**config.mk**
```make
export PLATFORM = sky130hd
export DESIGN_NAME = cps_avg
export DESIGN_NICKNAME = d
export VERILOG_FILES = /design/src/cps_pkg.sv /design/src/cps_avg.sv
export SDC_FILE = /design/constraint.sdc
export NUM_CORES = 1
export LEC_CHECK = 0
export ABC_AREA = 1
export BUFFER_PORTS_ARGS = -buffer_cell sky130_fd_sc_hd__buf_2
export CORE_ASPECT_RATIO = 0.5
export CORE_MARGIN = 4
export CORE_UTILIZATION = 38
export DETAILED_ROUTE_END_ITERATION = 8
export PLACE_DENSITY = 0.5
export RECOVER_POWER = 50
export SLEW_MARGIN = 20
export SYNTH_ARGS = -nofsm -noshare
export SYNTH_HDL_FRONTEND = slang
export SYNTH_SLANG_ARGS = --single-unit
```
**constraint.sdc**
```tcl
create_clock -name clk -period 12.52 [get_ports clk]
set_input_delay 1.878 -clock clk [delete_from_list [all_inputs] [get_ports clk]]
set_output_delay 1.878 -clock clk [all_outputs]
set_load 0.01 [all_outputs]
```
**src/cps_pkg.sv**
```systemverilog
`default_nettype none

package cps_pkg;

  localparam int OFFSET_W   = 31;
  localparam int MAG_W      = 30;
  localparam int ADJUST_W   = 13;
  localparam int GAIN_W     = 20;
  localparam int TARGET_W   = 21;
  localparam int STEP_W     = 12;
  localparam int LIMIT_W    = 20;
  localparam int INTEG_W    = 48;
  localparam int ERR_W      = 32;
  localparam int STREAK_W   = 5;
  localparam int FSTEP_W    = 2;
  localparam int CFG_DATA_W = 21;
  localparam int CFG_IDX_W  = 3;

  localparam logic signed [OFFSET_W-1:0] OFFSET_MAX = 31'sd1000000000;
  localparam logic signed [OFFSET_W-1:0] OFFSET_MIN = -31'sd1000000000;

  localparam logic signed [INTEG_W-1:0] INTEG_MAX = {1'b0, {(INTEG_W-1){1'b1}}};
  localparam logic signed [INTEG_W-1:0] INTEG_MIN = {1'b1, {(INTEG_W-1){1'b0}}};

  localparam logic [GAIN_W-1:0]          GAIN_P_RST   = 20'd19661;
  localparam logic [GAIN_W-1:0]          GAIN_I_RST   = 20'd524;
  localparam logic [GAIN_W-1:0]          GAIN_D_RST   = 20'd13107;
  localparam logic signed [TARGET_W-1:0] TARGET_RST   = 21'sd0;
  localparam logic [STEP_W-1:0]          MAX_STEP_RST = 12'd96;
  localparam logic [STEP_W-1:0]          MIN_STEP_RST = 12'd16;
  localparam logic [LIMIT_W-1:0]         FAST_THR_RST = 20'd1000;
  localparam logic [LIMIT_W-1:0]         JUMP_LIM_RST = 20'd2000;

  typedef enum logic [CFG_IDX_W-1:0] {
    CFG_GAIN_P         = 3'd0,
    CFG_GAIN_I         = 3'd1,
    CFG_GAIN_D         = 3'd2,
    CFG_TARGET_OFFSET  = 3'd3,
    CFG_MAX_STEP       = 3'd4,
    CFG_MIN_STEP       = 3'd5,
    CFG_FAST_THRESHOLD = 3'd6,
    CFG_JUMP_LIMIT     = 3'd7
  } cfg_index_t;

  typedef struct packed {
    logic fast;
    logic step;
  } flags_t;

endpackage

`default_nettype wire

```
**src/cps_avg.sv**
```systemverilog
`default_nettype none

module cps_avg #(
  parameter int HISTORY_DEPTH = 10,
  localparam int SUM_W = cps_pkg::OFFSET_W + $clog2(HISTORY_DEPTH)
) (
  input  wire logic                           clk,
  input  wire logic                           rst,
  input  wire logic                           adv,
  input  wire logic                           in_valid,
  input  wire logic signed [SUM_W-1:0]        sum_in,
  input  wire cps_pkg::flags_t                flags_in,
  output logic                                out_valid,
  output logic signed [cps_pkg::OFFSET_W-1:0] avg_out,
  output cps_pkg::flags_t                     flags_out
);

  // reciprocal multiply: ceil(2^K / depth) is exact for |sum| < 2^MAG_W
  localparam int RL    = $clog2(HISTORY_DEPTH);
  localparam int MAG_W = SUM_W - 1;
  localparam int K     = MAG_W + RL;
  localparam int M_W   = MAG_W + 1;
  localparam int LO_W  = MAG_W / 2;
  localparam int HI_W  = MAG_W - LO_W;
  localparam int FULL_W = MAG_W + M_W;
  localparam logic [63:0] RECIP_FULL =
    ((64'd1 << K) + 64'(HISTORY_DEPTH) - 64'd1) / 64'(HISTORY_DEPTH);
  localparam logic [M_W-1:0] RECIP = RECIP_FULL[M_W-1:0];

  logic                    sum_neg;
  logic signed [SUM_W-1:0] sum_abs;
  logic [MAG_W-1:0]        sum_mag;
  logic [HI_W+M_W-1:0]     prod_hi_next;
  logic [LO_W+M_W-1:0]     prod_lo_next;

  logic                    v_mul;
  cps_pkg::flags_t         flags_mul;
  logic                    neg_mul;
  logic [HI_W+M_W-1:0]     prod_hi;
  logic [LO_W+M_W-1:0]     prod_lo;

  logic [FULL_W-1:0]            full;
  logic [cps_pkg::MAG_W-1:0]    quot;
  logic signed [cps_pkg::OFFSET_W-1:0] avg_next;

  always_comb begin
    sum_neg      = sum_in[SUM_W-1];
    sum_abs      = sum_neg ? -sum_in : sum_in;
    sum_mag      = sum_abs[MAG_W-1:0];
    prod_hi_next = sum_mag[MAG_W-1:LO_W] * RECIP;
    prod_lo_next = sum_mag[LO_W-1:0] * RECIP;
  end

  always_comb begin
    full     = {prod_hi, {LO_W{1'b0}}} + {{HI_W{1'b0}}, prod_lo};
    quot     = full[K +: cps_pkg::MAG_W];
    avg_next = neg_mul ? -$signed({1'b0, quot}) : $signed({1'b0, quot});
  end

  always_ff @(posedge clk) begin
    if (rst) begin
      v_mul     <= 1'b0;
      out_valid <= 1'b0;
    end else if (adv) begin
      v_mul     <= in_valid;
      out_valid <= v_mul;
    end
  end

  always_ff @(posedge clk) begin
    if (adv) begin
      flags_mul <= flags_in;
      neg_mul   <= sum_neg;
      prod_hi   <= prod_hi_next;
      prod_lo   <= prod_lo_next;
      flags_out <= flags_mul;
      avg_out   <= avg_next;
    end
  end

endmodule

`default_nettype wire

```
==> summary.md <==
| Metric | Value |
|---|---|
| FP Rows | `61` |
| Crit-path slowest cell | `fa_1` |
| Number of fillers in the final layout | `5953` |
| Tmin final | `approximately 10 ns` |
| Synth-to-layout area growth | `8.04%` |
| Commonest non-fill, non-tap cell in the layout | `inv_1` |
| Worst EP arrival | `around 10 ns` |
| Worst r2r path cells | `19` |
| I/O Buffers | `74` |
| Pin count of the biggest net entering global routing | `70` |
| Multi-input logic area | `15000 um^2` |
| CTS tree | `yes` |
| PnR worst setup slack | `2.56 ns` |
| Final Setup Violations | `0` |
| Most frequent cells in the layout | `inv_1, nand2_1, ha_1` |
| Drt initial violations | `1132` |
| Max-cap viol count | `3` |
| Req. time, crit path | `12.69 ns` |
| Setup repair bufs after CTS | `0` |
| Peak Freq | `100 MHz` |
| Share of layout cells above drive strength 1 | `0.0422` |
| Post-CTS Hold Fix Bufs | `0` |
| Placer congestion estimate | `0.921` |
| Synth Cell Area | `21600 um^2` |
| H-tree depth | `4` |
| EDFF count, synth | `122` |
| Initial antenna violation count | `0` |
| Post-synth top area cell | `fa_1` |
| FF-to-FF End | `avg_out[26]$_DFFE_PP_` |
| Sequential element share of the synthesized area | `0.171` |
| Hold Path Class | `reg -> reg` |
| Setup TNS | `0 ns` |
| Post-Syn Instances | `2866` |
| Routed Antenna Nets | `0` |
| Flops & latches, synth | `124` |
| GRT Total Usage | `0.207` |
| Critical path origin | `sum_in[0]` |
| Final nets | `3486` |
| Top FF cell, synth | `edfxtp_1` |
| Final hold slack | `0.419 ns` |
| Routed WL | `slightly above 60 mm` |
| DPL Wire Length | `55.0 mm` |
| Post-synth top area share | `0.183` |
| Final global-route overflow total | `0` |
| CP dominant cell by count | `inv_1` |
| Root Driver | `clkbuf_16` |
| RSZ-0062 raised after global routing | `false` |
| Critical path's largest stage delay | `0.68 ns` |
| Clk sinks | `124` |
| Relative slew slack | `-1.43` |
| Failing checks | `max-capacitance violations, max-slew violations` |
| Syn avg cell area | `7.54 um^2` |
| Max clock buf depth | `2` |
| Post-synthesis cell type count | `50` |
| CP endpoint kind | `register` |
| Outcome | `finished, violations left` |
| CP Class | `in -> reg` |
| I/O pin count | `75` |
| Drt drc | `0` |
| Via count | `17700` |
| Max-slew violation count | `about 160` |
| Clock Latency Late Sink | `about 0.43 ns` |
| Number of global-route vias before repair | `18100` |
| Least-Margin Pin Slew | `3.65 ns` |
| Reg area | `3700 um^2` |
| Place WS | `2.22 ns` |
| Final hold violation count | `0` |
| CP startpoint kind | `input port` |
| CORE AREA | `55900 um^2` |
| Start of the worst register-to-register path | `prod_lo[38]$_DFFE_PP_` |
| Die Span Y | `177 um` |
| Post-CTS sizing | `0` |
| Average vias per placed instance | `4.77` |
| Clk_skew | `0.0141 ns` |
| Chip width | `345 um` |
| Global-route wire length before repair | `approximately 99 mm` |
| Total CTS buffers | `17` |
| Crit path max fanout | `9` |
| N_diodes | `0` |
| Top post-synthesis cells by area | `fa_1, ha_1, edfxtp_1, inv_1, nand2_1` |
| Worst Setup EP | `prod_hi[43]$_DFFE_PP_` |
| 1st-pass router iterations | `6` |
| Final period util | `0.796` |
| Die area | `between 60000 and 70000 um^2` |
| Wire per inst | `16.6 um` |
| Flop2flop setup slack | `8.64 ns` |
| Worst-path clk slew | `0.06 ns` |
| Syn_nets | `3405` |
| Initial core utilization | `0.387` |
| Async set-reset flop share out of synthesis | `0` |
| Syn. warnings | `0` |
## flip-flops by register name, summed over array words and instances, names as in the netlist
signal,flops
out_valid,1
flags_mul,2
prod_lo,35
prod_hi,51
avg_out,31
v_mul,1
flags_out,2
neg_mul,1
## through the flow
step / util / instances / instance area [um^2]
floorplan: - / 2866 / 21600
finish: 0.418 / 3716 / 23400
global route: 0.418 / 3716 / 23400
CTS: 0.420 / 3716 / 23500
detailed placement: 0.410 / 3684 / 22900
global placement: 0.410 / 3684 / 22900
## worst min path at each step
stage	startpoint	end	slack, ns	cells past startpoint
after global routing	flags_mul[0]$_DFFE_PP_	flags_out[0]$_DFFE_PP_	0.43	0
after detailed placement	flags_mul[0]$_DFFE_PP_	flags_out[0]$_DFFE_PP_	0.40	0
after floorplan	flags_mul[0]$_DFFE_PP_	flags_out[0]$_DFFE_PP_	0.40	0
after CTS	flags_mul[0]$_DFFE_PP_	flags_out[0]$_DFFE_PP_	0.42	0
after global placement	flags_mul[0]$_DFFE_PP_	flags_out[0]$_DFFE_PP_	0.40	0
final	flags_mul[1]$_DFFE_PP_	flags_out[1]$_DFFE_PP_	0.42	0
## cell usage after synthesis, types with 2 or more instances
library cell	count
a21boi_0	4
buf_4	3
xnor2_1	37
or2_2	8
o221ai_1	3
a21oi_1	120
xor2_2	2
clkbuf_1	5
nand2_1	648
nand2_2	14
nor3_1	24
edfxtp_1	122
nand4_1	43
o31ai_1	5
nand2_4	4
o21bai_1	7
nor2_1	210
and3_1	3
nand3_2	4
nor2_2	14
xor2_1	96
nor2_4	5
a21o_1	12
buf_2	6
ha_1	300
o211ai_1	3
a31oi_1	19
o2111ai_1	2
nor3_2	2
nor4_1	9
inv_1	724
nand3_1	99
dfxtp_1	2
fa_1	198
and2_1	3
o21a_1	10
inv_2	7
nand3b_1	7
o21ai_0	71
## metal layers
metal,up-vias,global-route usage,share of wire
met2,340,0.335,0.43
li1,9028,-,-
met3,52,0.0301,0.044
met4,0,0.0403,0.017
met5,-,0,0
met1,8299,0.297,0.51
## logic make-up after synthesis
group,Yosys count,synth area share
flip-flops,124,0.171
buffers and inverters,746,0.130
XOR/XNOR,135,0.0554
adder cells (fa/ha/maj),498,0.357
AND/OR/NAND/NOR,1098,0.216
AO/OA/AOI/OAI,265,0.0702
## layout make-up
| type | instances | area share |
|---|---|---|
| multi-input cells | 1996 | 0.643 |
| repair buffers | 77 | 0.0146 |
| flip-flops and latches | 124 | 0.159 |
| well taps | 756 | 0.0405 |
| clock inverters | 14 | 0.00691 |
| inverters | 731 | 0.118 |
| clock buffers | 18 | 0.0184 |
## worst max-delay path: cells and delay by family
kind | cells | cell delay [ns]
buffers and inverters | 8 | 0.87
adders and majority gates | 8 | 3.55
AOI/OAI and AO/OA | 3 | 0.65
xor gates and xnor gates | 2 | 0.36
and+or+nand+nor | 15 | 2.83
Power is not shown: default switching activity piles up to over one toggle a cycle in this logic, so the estimate is an artifact.
