===== src/cps_pkg.sv =====
`default_nettype none

package cps_pkg;

  localparam int OFFSET_W   = 31;
  localparam int MAG_W      = 30;
  localparam int ADJUST_W   = 13;
  localparam int GAIN_W     = 20;
  localparam int TARGET_W   = 21;
  localparam int STEP_W     = 12;
  localparam int LIMIT_W    = 20;
  localparam int INTEG_W    = 48;
  localparam int ERR_W      = 32;
  localparam int STREAK_W   = 5;
  localparam int FSTEP_W    = 2;
  localparam int CFG_DATA_W = 21;
  localparam int CFG_IDX_W  = 3;

  localparam logic signed [OFFSET_W-1:0] OFFSET_MAX = 31'sd1000000000;
  localparam logic signed [OFFSET_W-1:0] OFFSET_MIN = -31'sd1000000000;

  localparam logic signed [INTEG_W-1:0] INTEG_MAX = {1'b0, {(INTEG_W-1){1'b1}}};
  localparam logic signed [INTEG_W-1:0] INTEG_MIN = {1'b1, {(INTEG_W-1){1'b0}}};

  localparam logic [GAIN_W-1:0]          GAIN_P_RST   = 20'd19661;
  localparam logic [GAIN_W-1:0]          GAIN_I_RST   = 20'd524;
  localparam logic [GAIN_W-1:0]          GAIN_D_RST   = 20'd13107;
  localparam logic signed [TARGET_W-1:0] TARGET_RST   = 21'sd0;
  localparam logic [STEP_W-1:0]          MAX_STEP_RST = 12'd96;
  localparam logic [STEP_W-1:0]          MIN_STEP_RST = 12'd16;
  localparam logic [LIMIT_W-1:0]         FAST_THR_RST = 20'd1000;
  localparam logic [LIMIT_W-1:0]         JUMP_LIM_RST = 20'd2000;

  typedef enum logic [CFG_IDX_W-1:0] {
    CFG_GAIN_P         = 3'd0,
    CFG_GAIN_I         = 3'd1,
    CFG_GAIN_D         = 3'd2,
    CFG_TARGET_OFFSET  = 3'd3,
    CFG_MAX_STEP       = 3'd4,
    CFG_MIN_STEP       = 3'd5,
    CFG_FAST_THRESHOLD = 3'd6,
    CFG_JUMP_LIMIT     = 3'd7
  } cfg_index_t;

  typedef struct packed {
    logic fast;
    logic step;
  } flags_t;

endpackage

`default_nettype wire


===== src/cps_front.sv =====
`default_nettype none

module cps_front #(
  parameter int HISTORY_DEPTH = 10,
  parameter int STREAK_LIMIT  = 20,
  parameter int FAST_STEPS    = 3,
  localparam int SUM_W = cps_pkg::OFFSET_W + $clog2(HISTORY_DEPTH)
) (
  input  wire logic                                clk,
  input  wire logic                                rst,
  input  wire logic                                adv,
  input  wire logic                                in_valid,
  input  wire logic signed [cps_pkg::OFFSET_W-1:0] x_in,
  input  wire logic [cps_pkg::LIMIT_W-1:0]         fast_threshold,
  input  wire logic [cps_pkg::LIMIT_W-1:0]         jump_limit,
  output logic                                     out_valid,
  output logic signed [SUM_W-1:0]                  sum_out,
  output cps_pkg::flags_t                          flags_out
);

  localparam logic [cps_pkg::STREAK_W-1:0] STREAK_LIM = cps_pkg::STREAK_W'(STREAK_LIMIT);
  localparam logic [cps_pkg::FSTEP_W-1:0]  FAST_LIM   = cps_pkg::FSTEP_W'(FAST_STEPS);

  logic signed [cps_pkg::OFFSET_W-1:0] hist [HISTORY_DEPTH];
  logic signed [SUM_W-1:0]             sum;
  logic                                mode_slow;
  logic [cps_pkg::STREAK_W-1:0]        large_streak;
  logic [cps_pkg::STREAK_W-1:0]        small_streak;
  logic [cps_pkg::FSTEP_W-1:0]         fast_steps;

  logic                                mode_slow_next;
  logic [cps_pkg::STREAK_W-1:0]        large_streak_next;
  logic [cps_pkg::STREAK_W-1:0]        small_streak_next;
  logic [cps_pkg::FSTEP_W-1:0]         fast_steps_next;
  logic signed [SUM_W-1:0]             sum_next;

  logic signed [cps_pkg::OFFSET_W-1:0] x_clamp;
  logic signed [cps_pkg::OFFSET_W-1:0] x_neg;
  logic [cps_pkg::MAG_W-1:0]           x_mag;
  logic signed [cps_pkg::OFFSET_W-1:0] last;
  logic signed [cps_pkg::OFFSET_W-1:0] last_neg;
  logic [cps_pkg::MAG_W-1:0]           last_mag;
  logic signed [cps_pkg::OFFSET_W-1:0] mag_diff;
  logic signed [cps_pkg::OFFSET_W-1:0] mag_diff_neg;
  logic [cps_pkg::MAG_W-1:0]           diff_mag;
  logic                                is_large;
  logic                                outlier;
  logic signed [cps_pkg::OFFSET_W-1:0] x_sel;
  logic                                fast;
  logic                                clear_hist;
  logic                                shift_hist;

  always_comb begin
    if (x_in > cps_pkg::OFFSET_MAX) begin
      x_clamp = cps_pkg::OFFSET_MAX;
    end else if (x_in < cps_pkg::OFFSET_MIN) begin
      x_clamp = cps_pkg::OFFSET_MIN;
    end else begin
      x_clamp = x_in;
    end
    x_neg = -x_clamp;
    x_mag = x_clamp[cps_pkg::OFFSET_W-1] ? x_neg[cps_pkg::MAG_W-1:0]
                                         : x_clamp[cps_pkg::MAG_W-1:0];
    is_large = x_mag > {{(cps_pkg::MAG_W-cps_pkg::LIMIT_W){1'b0}}, fast_threshold};

    last     = hist[HISTORY_DEPTH-1];
    last_neg = -last;
    last_mag = last[cps_pkg::OFFSET_W-1] ? last_neg[cps_pkg::MAG_W-1:0]
                                         : last[cps_pkg::MAG_W-1:0];
    mag_diff     = $signed({1'b0, x_mag}) - $signed({1'b0, last_mag});
    mag_diff_neg = -mag_diff;
    diff_mag = mag_diff[cps_pkg::OFFSET_W-1] ? mag_diff_neg[cps_pkg::MAG_W-1:0]
                                             : mag_diff[cps_pkg::MAG_W-1:0];
    outlier = diff_mag > {{(cps_pkg::MAG_W-cps_pkg::LIMIT_W){1'b0}}, jump_limit};
    x_sel   = outlier ? last : x_clamp;
  end

  // streaks first, then the mode they leave decides how this item is handled
  always_comb begin
    mode_slow_next  = mode_slow;
    fast_steps_next = fast_steps;
    if (is_large) begin
      large_streak_next = large_streak + 1'b1;
      small_streak_next = '0;
    end else begin
      large_streak_next = '0;
      small_streak_next = small_streak + 1'b1;
    end
    if (large_streak_next >= STREAK_LIM) begin
      mode_slow_next    = 1'b0;
      large_streak_next = '0;
    end
    if (small_streak_next >= STREAK_LIM) begin
      mode_slow_next    = 1'b1;
      small_streak_next = '0;
    end
    fast = !mode_slow_next;
    if (fast) begin
      fast_steps_next = fast_steps + 1'b1;
      if (fast_steps_next >= FAST_LIM) begin
        mode_slow_next  = 1'b1;
        fast_steps_next = '0;
      end
    end
    clear_hist = fast && is_large;
    shift_hist = !fast;
    if (clear_hist) begin
      sum_next = '0;
    end else if (shift_hist) begin
      sum_next = sum - SUM_W'(hist[0]) + SUM_W'(x_sel);
    end else begin
      sum_next = sum;
    end
  end

  always_ff @(posedge clk) begin
    if (rst) begin
      out_valid    <= 1'b0;
      sum          <= '0;
      mode_slow    <= 1'b0;
      large_streak <= '0;
      small_streak <= '0;
      fast_steps   <= '0;
      for (int i = 0; i < HISTORY_DEPTH; i++) begin
        hist[i] <= '0;
      end
    end else if (adv) begin
      out_valid <= in_valid;
      if (in_valid) begin
        sum          <= sum_next;
        mode_slow    <= mode_slow_next;
        large_streak <= large_streak_next;
        small_streak <= small_streak_next;
        fast_steps   <= fast_steps_next;
        if (clear_hist) begin
          for (int i = 0; i < HISTORY_DEPTH; i++) begin
            hist[i] <= '0;
          end
        end else if (shift_hist) begin
          for (int i = 0; i < HISTORY_DEPTH - 1; i++) begin
            hist[i] <= hist[i+1];
          end
          hist[HISTORY_DEPTH-1] <= x_sel;
        end
      end
    end
  end

  always_ff @(posedge clk) begin
    if (adv) begin
      sum_out        <= sum_next;
      flags_out.fast <= fast;
      flags_out.step <= clear_hist;
    end
  end

endmodule

`default_nettype wire


===== config.mk =====
export PLATFORM = sky130hd
export DESIGN_NAME = cps_front
export DESIGN_NICKNAME = d
export VERILOG_FILES = /design/src/cps_pkg.sv /design/src/cps_front.sv
export SDC_FILE = /design/constraint.sdc
export NUM_CORES = 1
export LEC_CHECK = 0
export BUFFER_PORTS_ARGS = -buffer_cell sky130_fd_sc_hd__buf_2
export CAP_MARGIN = 15
export CORE_AREA = 4 4 247 200
export DETAILED_ROUTE_END_ITERATION = 16
export DIE_AREA = 0 0 251 204
export PLACE_DENSITY = 0.69
export SYNTH_ARGS = -nofsm -noshare
export SYNTH_HDL_FRONTEND = slang
export SYNTH_SLANG_ARGS = --single-unit

===== constraint.sdc =====
create_clock -name clk -period 16.5 [get_ports clk]
set_input_delay 4.125 -clock clk [delete_from_list [all_inputs] [get_ports clk]]
set_output_delay 4.125 -clock clk [all_outputs]
set_load 0.01 [all_outputs]

==> results of run 1 <==
[cells by family after synthesis]
| group | Yosys count | share of synthesized area, % |
|---|---|---|
| adder cells (fa/ha/maj) | 145 | 8.90 |
| buffers and inverters | 272 | 4.62 |
| multiplexers | 15 | 0.699 |
| AND/OR/NAND/NOR | 780 | 18.5 |
| flip-flops | 396 | 49.0 |
| XOR/XNOR | 119 | 4.54 |
| AO/OA/AOI/OAI | 471 | 13.8 |
[flip-flops by register name, indices dropped and copies added, names as in the netlist]
| signal | cells |
|---|---|
| hist | 310 |
| sum | 35 |
| sum_out | 35 |
| large_streak | 5 |
| small_streak | 5 |
| fast_steps | 2 |
| flags_out | 2 |
| mode_slow | 1 |
| out_valid | 1 |
[repair_timing]
| action | 4_1_cts | 5_1_grt |
|---|---|---|
| resized for setup | 0 | 45 |
| setup endpoints to repair | 0 | 31 |
| setup buffers | 0 | 7 |
[power groups by stage]
stage / clock network, mW / registers (mW) / logic [mW]
final: 0.888 / 1.17 / 0.987
after global routing: 0.954 / 1.17 / 1.07
after CTS: 0.906 / 1.17 / 0.954
after detailed placement: 0 / 1.19 / 0.947
after global placement: 0 / 1.19 / 0.936
after floorplan: 0 / 1.19 / 0.561
[critical path, delay by kind of cell]
family,cells,cell delay [ps]
adders and majority gates,6,1820
and+or+nand+nor,13,2010
AOI/OAI and AO/OA,38,6570
xor gates and xnor gates,3,460
buffers and inverters,8,1180
[final cells by class]
class	count	share of cell area, %
Clock buffer	49	3.88
Sequential cell	396	41.2
Timing Repair Buffer	372	9.14
Multi-Input combinational cell	1530	39.8
Tap cell	620	2.80
Clock inverter	22	0.755
Inverter	179	2.45
[final timing paths]
check,from,endpoint,cells past startpoint
setup / recovery,x_in[10],sum_out[34]$_DFFE_PP_,68
hold / removal,small_streak[1]$_SDFFE_PP0P_,small_streak[1]$_SDFFE_PP0P_,2
setup reg to reg,hist[9][5]$_SDFFCE_PN0P_,sum_out[34]$_DFFE_PP_,54
hold reg to reg,small_streak[1]$_SDFFE_PP0P_,small_streak[1]$_SDFFE_PP0P_,2
[through the flow]
| step | total power [mW] | worst slack [ps] |
|---|---|---|
| after floorplan | 1.75 | 102 |
| after global placement | 2.12 | -140 |
| after detailed placement | 2.13 | -421 |
| after CTS | 3.03 | 60.7 |
| after global routing | 3.20 | -63.2 |
| final | 3.04 | 619 |
[synth_stat cells, types with 4 or more instances]
| cell type | count |
|---|---|
| inv_1 | 178 |
| nand3_1 | 41 |
| or4_1 | 10 |
| or3_1 | 21 |
| a21oi_1 | 125 |
| dfxtp_1 | 49 |
| xnor2_1 | 59 |
| nand2_1 | 85 |
| a22oi_1 | 5 |
| and3_1 | 11 |
| o21bai_1 | 10 |
| nand4_1 | 19 |
| o2111ai_1 | 4 |
| o21ai_1 | 4 |
| o211ai_1 | 10 |
| nor2_1 | 186 |
| a211o_1 | 8 |
| buf_2 | 37 |
| a2111oi_0 | 4 |
| a311oi_1 | 5 |
| xor2_1 | 58 |
| o31ai_1 | 14 |
| a211oi_1 | 34 |
| nor3_1 | 39 |
| nor4_4 | 4 |
| a21o_1 | 41 |
| ha_1 | 108 |
| a41oi_1 | 8 |
| fa_1 | 35 |
| a22o_1 | 37 |
| o21a_1 | 20 |
| nand2b_1 | 15 |
| o21ai_0 | 75 |
| o22ai_1 | 4 |
| and4_1 | 6 |
| nor2b_1 | 15 |
| a31oi_1 | 23 |
| clkbuf_1 | 52 |
| edfxtp_1 | 347 |
| nand3b_1 | 6 |
| and2_1 | 281 |
| nor4_1 | 17 |
| mux2i_1 | 10 |
| o41ai_1 | 5 |
[per-layer routing]
layer	track usage, %	up-vias	part of all wire [%]
met5	0	-	0
met4	7.33	0	3.1
met3	4.48	101	7.0
met2	36.5	589	43
met1	36.7	8451	46
li1	-	8516	-
[placed cells by master, fill, tap and decap left out, drive strengths merged, types with 9 or more instances in the layout]
master  Yosys  layout
dfxtp      49      49
o21a       20      20
a22o       37      37
or3        21      21
ha        108     108
clkbuf     52      49
a211oi     35      35
nor3       40      40
nor2b      15      15
mux2i      11      11
o211ai     10      10
or4        11      11
a21oi     126     126
nand3      41      41
xnor2      60      60
a31oi      23      23
fa         35      35
edfxtp    347     347
nand4      20      20
o21bai     10      10
nand2b     15      15
and3       11      11
nor2      186     186
clkinv      0      11
a21o       41      41
inv       179     183
o21ai      79      79
xor2       59      59
nand2      85      85
and2      281     281
nor4       21      21
buf        41     372
o31ai      14      14
a41oi       9       9
==> summary.md, run 1 <==
| Metric | Value |
|---|---|
| Share of layout cells above drive strength 1 | 19.8% |
| Final Hold Slack | 487 ps |
| Critical path required time | 16800 ps |
| Mapped Area | 23300 µm² |
| Synth top area share | roughly 45% |
| Register share of total power | between 30% and 40% |
| Largest net degree at the start of global routing | 280 |
| Final setup viols | 0 |
| Async set-reset flop share out of synthesis | 0% |
| Reg area | 11400 µm² |
| Routed wire length per instance | approximately 20 µm |
| Tmin final | 15880 ps |
| Placed wire-length estimate | roughly 48000 µm |
| Rows | 71 |
| Synthesized flop and latch total | 396 |
| Pins Over Slew Limit | 0 |
| Top Ports | 113 |
| Slowest stage delay, CP | 520 ps |
| Maxcap violations | 0 |
| Setup TNS | 0 ps |
| Antenna violations before repair | 1 |
| Clock tree buffer depth | 3 |
| Post-synthesis sequential area ratio | 49.0% |
| Area grow syn2layout | 18.9% |
| Mean Syn Cell Area | between 10 and 15 µm² |
| Die Y | 204 µm |
| Commonest register cell after synthesis | edfxtp_1 |
| Worst Skew | 29.5 ps |
| Clock power share | 29.2% |
| Post-synth EDFFs | 347 |
| Syn Inst Count | about 2200 |
| Drt pass-1 iters | 5 |
| Post-route DRC | 0 |
| Cell taking the most area after synthesis | edfxtp_1 |
| R2R setup slack | 4860 ps |
| Pint | 2.08 mW |
| Status | complete, no violations |
| Antenna cells | 0 |
| GPL Wtd Cong | 0.938 |
| Switching Fraction | 31.4% |
| Via Count | 17700 |
| Design area | around 28000 µm² |
| Power per cell area | 110 nW/µm² |
| CTS tree | yes |
| Critical path arrival | 16180 ps |
| Fillers | 3892 |
| Slew @ Worst Pin | 1060 ps |
| Rel. slew slack | ~29% |
| Num CTS Buffers | 40 |
| Worst Hold Class | reg -> reg |
| VDD IR-drop max | 0.000103 V |
| DP Cell Count | 3090 |
| Leak | 11.7 nW |
| CTS root buf | clkbuf_16 |
| Max Clock Freq | 0.0630 GHz |
| Final period util | 96.2% |
| Mapped Nets | 2416 |
| Register clock-pin slew on the reported worst setup and hold paths | 60 ps |
| Logic pwr share | about a third |
| Number of buffers added on ports | 112 |
| # nets final | 2737 |
| Mean number of vias per cell | 5.57 |
| H-tree Lvls | 2 |
| Hold Vio Cnt, Final | 0 |
| Worst-skew pair later-pin latency | 560 ps |
| Slowest-stage cell, CP | fa_1 |
| Crit end category | register |
| Core area | approximately 47000 µm² |
| NetSw | 0.956 mW |
| Post-Layout Cell Count | 3168 |
| GRT Util Overall | 24.5% |
| Hold Buf Count CTS | 0 |
| Area of the multi-input gates | 11000 µm² |
| Final Util | 59.1% |
| Grt ovf | 0 |
| Die area | 51200 µm² |
| Initial Util | between 40% and 50% |
| Yosys warns | 0 |
| First-pass GRT wire length | 97600 µm |
| Worst-path maximum fanout | 7 |
| Vias in the first global route | 16900 |
| DR iter-0 viols | 1589 |
| CP Class | in -> reg |
| WL final | about 64000 µm |
| DP Area | 26100 µm² |
| Synth top area cells | edfxtp_1 45%, and2_1 7.6%, ha_1 5.8% |
| Die width | 251 µm |
| Clock Sinks | 396 |
| Netlist cell types | 94 |
| Most frequent CP cell | o21a_1 |
| Critical path launch point type | primary input |
| Post-DRT Antenna Nets | 0 |
Power figures use the tool's default switching activity.
==> inputs of run 2 (changes only) <==
--- a/config.mk
+++ b/config.mk
@@ -7,10 +7,9 @@
 export LEC_CHECK = 0
 export BUFFER_PORTS_ARGS = -buffer_cell sky130_fd_sc_hd__buf_2
 export CAP_MARGIN = 15
-export CORE_AREA = 4 4 247 200
+export CORE_AREA = 4 4 275 223
 export DETAILED_ROUTE_END_ITERATION = 16
-export DIE_AREA = 0 0 251 204
-export PLACE_DENSITY = 0.69
+export DIE_AREA = 0 0 279 227
 export SYNTH_ARGS = -nofsm -noshare
 export SYNTH_HDL_FRONTEND = slang
 export SYNTH_SLANG_ARGS = --single-unit
==> summary.md, run 2 (synthesis results as in run 1) <==
| Metric | Value |
|---|---|
| Hold Vio Cnt, Final | 0 |
| WL final | 66600 µm |
| Crit end category | register |
| Mean number of vias per cell | about 5.3 |
| Drt pass-1 iters | 5 |
| GPL Wtd Cong | 0.932 |
| Initial Util | 40.0% |
| Clock Sinks | between 300 and 400 |
| Maxcap violations | 0 |
| Worst-path maximum fanout | 4 |
| Clock tree buffer depth | 3 |
| Leak | 11.9 nW |
| Status | complete, no violations |
| Die width | between 200 and 300 µm |
| Routed wire length per instance | 19.9 µm |
| Slowest-stage cell, CP | fa_1 |
| VDD IR-drop max | 0.0000774 V |
| Slew @ Worst Pin | 1140 ps |
| Area grow syn2layout | 21.1% |
| CP Depth | 67 |
| Antenna cells | 0 |
| Num CTS Buffers | 40 |
| Die area | ~63000 µm² |
| Critical path required time | 16820 ps |
| Via Count | 17800 |
| Number of buffers added on ports | 112 |
| Commonest non-fill, non-tap cells in the layout | 347 x edfxtp_1, 281 x and2_1, 275 x buf_4, 181 x nor2_1, 176 x inv_1 |
| Slowest stage delay, CP | slightly above 500 ps |
| Max Clock Freq | between 0.06 and 0.07 GHz |
| Worst Skew | 23.7 ps |
| Final Hold Slack | 487 ps |
| Die Y | 227 µm |
| Final period util | 96.2% |
| Worst-skew pair later-pin latency | 570 ps |
| Largest net degree at the start of global routing | 280 |
| CTS root buf | clkbuf_16 |
| Cell family with most CP delay | compound AO/OA/AOI/OAI gates |
| DR iter-0 viols | roughly 1500 |
| Tmin final | approximately 16000 ps |
| Max reg flops | 310 |
| CP Class | in -> reg |
| Fillers | 5328 |
| CP Buf/Inv Count | 6 |
| Top Ports | 113 |
| Post-DRT Antenna Nets | 0 |
| First-pass GRT wire length | a little over 100000 µm |
| Power per cell area | 111 nW/µm² |
| Post-route DRC | 0 |
| Commonest non-fill, non-tap cell in the layout | edfxtp_1 |
| H-tree Lvls | 2 |
| Worst Hold Depth | 2 |
| CTS tree | yes |
| Setup TNS | 0 ps |
| Pwr Total | 3.14 mW |
| Area of the multi-input gates | about 11000 µm² |
| Reg area | ~11000 µm² |
| Largest registers | hist x310, sum x35, sum_out x35 |
| Critical path launch point type | primary input |
| Biggest register | hist |
| Register clock-pin slew on the reported worst setup and hold paths | about 60 ps |
| Rel. slew slack | 23.7% |
| Share of layout cells above drive strength 1 | 20.7% |
| Grt ovf | 0 |
| Rows | 79 |
| Antenna violations before repair | 2 |
| Worst Hold Class | reg -> reg |
| # nets final | 2760 |
| Core area | 58100 µm² |
| GRT Util Overall | 20.8% |
| Worst Reg-to-Reg Cells | 54 |
| Vias in the first global route | 17100 |
| Final setup viols | 0 |
| Placed wire-length estimate | 50600 µm |
| Critical path arrival | 16190 ps |
| Pins Over Slew Limit | 0 |
[run 2: stage by stage]
| step | cell area, µm² | instances | setup slack [ps] | utilization [%] |
|---|---|---|---|---|
| floorplan | 23300 | 2198 | 102 | - |
| global placement | 26500 | 3259 | -211 | 45.6 |
| detailed placement | 26500 | 3259 | -542 | 45.6 |
| CTS | 27900 | 3333 | 71.0 | 48.0 |
| global route | 28200 | 3343 | -59.7 | 48.5 |
| finish | 28200 | 3343 | 629 | 48.5 |
[run 2: final timing paths]
kind,startpoint,to,slack (ps)
min reg2reg,small_streak[1]$_SDFFE_PP0P_,small_streak[1]$_SDFFE_PP0P_,490
max,x_in[15],sum_out[33]$_DFFE_PP_,630
min,small_streak[1]$_SDFFE_PP0P_,small_streak[1]$_SDFFE_PP0P_,490
max reg2reg,hist[9][15]$_SDFFCE_PN0P_,sum_out[33]$_DFFE_PP_,4860
[run 2: where the power goes]
group | leakage (nW) | internal, mW | switching, mW | total, mW
registers | 4.09 | 1.14 | 0.0230 | 1.17
logic | 7.12 | 0.453 | 0.571 | 1.02
clock network | 0.681 | 0.548 | 0.399 | 0.946
[run 2: repair_timing]
action,CTS,global route
pin swaps,0,47
setup buffers,0,10
hold buffers,0,0
endpoints found under the setup margin,2,31
gates resized for setup,1,56
[run 2: metal layers]
layer / vias up / GRT usage (%) / routed length, µm
met5: - / 0 / 0
met4: 0 / 4.84 / 1480
met3: 81 / 3.98 / 4610
met2: 495 / 30.7 / 28300
met1: 8647 / 31.7 / 32200
li1: 8587 / - / -
[run 2: tightest hold or removal path, cell delays in order (launching register included)]
cell and delay, ps:
dfxtp_1 330, nand2_1 60, a21oi_1 50
[run 2: area by class of cell]
cell class,instances,area share (%)
flip-flops and latches,396,40.4
well taps,769,3.41
clock buffers,52,3.92
multi-input cells,1530,39.1
clock inverters,22,1.00
repair buffers,395,9.77
inverters,179,2.41
==> inputs of run 3 (changes only) <==
--- a/config.mk
+++ b/config.mk
@@ -8,8 +8,10 @@
 export BUFFER_PORTS_ARGS = -buffer_cell sky130_fd_sc_hd__buf_2
 export CAP_MARGIN = 15
 export CORE_AREA = 4 4 275 223
+export CTS_BUF_LIST = sky130_fd_sc_hd__clkbuf_8 sky130_fd_sc_hd__clkbuf_16
 export DETAILED_ROUTE_END_ITERATION = 16
 export DIE_AREA = 0 0 279 227
+export RECOVER_POWER = 100
 export SYNTH_ARGS = -nofsm -noshare
 export SYNTH_HDL_FRONTEND = slang
 export SYNTH_SLANG_ARGS = --single-unit
==> summary.md, run 3 (synthesis results as in run 1) <==
| Metric | Value |
|---|---|
| CP Class | in -> reg |
| Slowest stage delay, CP | around 460 ps |
| WL final | around 67000 µm |
| Failing checks | capacitance limit, slew limit |
| Antenna violations before repair | 1 |
| Status | finished, violations left |
| Post-Layout Cell Count | 3343 |
| Worst Hold Depth | 2 |
| CTS root buf | clkbuf_16 |
| Most frequent CP cell | a21o_1 |
| Critical path launch point type | primary input |
| Die Y | 227 µm |
| Cell family with most CP delay | compound AO/OA/AOI/OAI gates |
| Final setup viols | 0 |
| Maxcap violations | 7 |
| Vias in the first global route | 17100 |
| Biggest register | hist |
| Worst Reg-to-Reg Cells | 52 |
| Crit end category | register |
| GRT Util Overall | about a fifth |
| Grt ovf | 0 |
| Hold path startpoint | sum[1]$_SDFFE_PP0P_ |
| Slew @ Worst Pin | 4560 ps |
| DP Cell Count | 3259 |
| Largest registers | hist x310, sum x35, sum_out x35 |
| Capture point of the worst reg-to-reg path | sum_out[33]$_DFFE_PP_ |
| Antenna cells | 0 |
| Post-DRT Antenna Nets | 0 |
| DP Area | 26500 µm² |
| H-tree Lvls | 2 |
| # nets final | 2760 |
| Pins Over Slew Limit | 618 |
| Top layer used by detailed routing | met4 |
| Leak | 11.6 nW |
| Critical path arrival | around 16000 ps |
| Critical path required time | 16820 ps |
| FF-to-FF Start | hist[9][15]$_SDFFCE_PN0P_ |
| Worst-path maximum fanout | 4 |
| Max reg flops | between 300 and 400 |
| Commonest non-fill, non-tap cell in the layout | edfxtp_1 |
| Mean number of vias per cell | 5.34 |
| Die width | 279 µm |
| GPL Wtd Cong | 0.932 |
| DR WL met3 | 4350 µm |
| Drt pass-1 iters | 5 |
| Initial Util | 40.0% |
| R2R setup slack | roughly 4800 ps |
| Met2 wire length | approximately 28000 µm |
| Worst Skew | 24.4 ps |
| Via Count | 17900 |
| Fillers | 5376 |
| Final worst slack | 604 ps |
| Die area | 63300 µm² |
| Rows | 79 |
| Design area | 28100 µm² |
| Rel. slew slack | -204% |
| Core area | 58100 µm² |
| Top Ports | 113 |
| Hold Buf Count CTS | 0 |
| Pwr Total | 3.13 mW |
| Register clock-pin slew on the reported worst setup and hold paths | 60 ps |
| Placement Setup Slack | -542 ps |
| VDD IR-drop max | 0.0000766 V |
| Final period util | a little over nine tenths |
| DR iter-0 viols | 1453 |
| Clock tree buffer depth | 3 |
| Wl on met1 | around 32000 µm |
| CTS tree | yes |
| Commonest non-fill, non-tap cells in the layout | 347 x edfxtp_1, 259 x buf_4, 185 x inv_1, 181 x nor2_1, 171 x and2_1 |
| Share of layout cells above drive strength 1 | 18.4% |
| Largest net degree at the start of global routing | 280 |
| Worst Hold Class | reg -> reg |
| Routed wire length per instance | around 20 µm |
| Hold Crit Endpoint | sum[1]$_SDFFE_PP0P_ |
| Hold Vio Cnt, Final | 0 |
| CP Buf/Inv Count | 6 |
| First-pass GRT wire length | 102000 µm |
| Worst-skew pair later-pin latency | 570 ps |
| Post-route DRC | 0 |
| Tmin final | 15900 ps |
| Slowest-stage cell, CP | fa_1 |
| Area grow syn2layout | 20.6% |
| Num CTS Buffers | 40 |
| Placed wire-length estimate | between 50000 and 60000 µm |
| Clock Sinks | between 300 and 400 |
| Number of buffers added on ports | 112 |
| Max Clock Freq | about 0.063 GHz |
| Power per cell area | about 110 nW/µm² |
-- run 3: changes by cell type in the layout (fill, tap and decap cells not counted), moves of 2 or more --
cell / delta
and2_1: -110
buf_2: -39
clkbuf_1: +46
clkbuf_4: +4
and2_0: +110
inv_1: +9
a21oi_2: -2
inv_2: -2
buf_4: -16
a21oi_1: +2
-- run 3: through the flow --
step | setup TNS (ps) | util, % | hold slack, ps
2_1_floorplan | 0 | - | 449
4_1_cts | 0 | 48.0 | 486
3_5_place_dp | -5470 | 45.6 | 473
5_1_grt | -143 | 48.3 | 511
3_3_place_gp | -884 | 45.6 | 456
6_report | 0 | 48.3 | 488
-- run 3: layout make-up --
class / instances / area, µm² / area share, %
timing repair buffer: 395 / 2640 / 9.42
sequential: 396 / 11400 / 40.6
inverter: 179 / 672 / 2.39
tap: 769 / 962 / 3.43
clock inverter: 28 / 305 / 1.09
clock buffer: 46 / 1080 / 3.86
multi-input combinational: 1530 / 11000 / 39.2
-- run 3: worst max path at each step --
stage / from / to / slack (ps) / cells past startpoint
final: x_in[15] / sum_out[33]$_DFFE_PP_ / 600 / 65
after global routing: x_in[9] / sum_out[33]$_DFFE_PP_ / -70 / 66
after CTS: x_in[15] / sum_out[33]$_DFFE_PP_ / 70 / 62
after detailed placement: x_in[15] / sum_out[33]$_DFFE_PP_ / -540 / 63
after global placement: x_in[15] / sum_out[33]$_DFFE_PP_ / -210 / 65
after floorplan: x_in[15] / sum_out[33]$_DFFE_PP_ / 100 / 67
-- run 3: worst reg2reg max path: cells and delay by family (launching register included) --
kind	cells	cell delay, ps
flip-flops	1	540
buffers and inverters	5	790
XOR/XNOR	2	400
AO/OA/AOI/OAI	30	5730
adder cells (fa/ha/maj)	4	1340
AND/OR/NAND/NOR	11	2620
-- run 3: power breakdown --
part | switching (mW) | internal, mW | total (mW)
registers | 0.0236 | 1.15 | 1.17
clock network | 0.398 | 0.544 | 0.942
logic | 0.570 | 0.447 | 1.02
total | 0.992 | 2.14 | 3.13
-- run 3: what timing repair did --
action                                  in CTS  in global routing
endpoints found under the setup margin       2                 31
setup buffers                                0                 10
pin swaps                                    0                 47
resized for setup                            1                 56
-- run 3: per-layer routing --
| metal | GRT usage [%] | vias to the layer above |
|---|---|---|
| met4 | 4.84 | 0 |
| met2 | 30.7 | 460 |
| met5 | 0 | - |
| li1 | - | 8576 |
| met3 | 3.98 | 77 |
| met1 | 31.7 | 8752 |
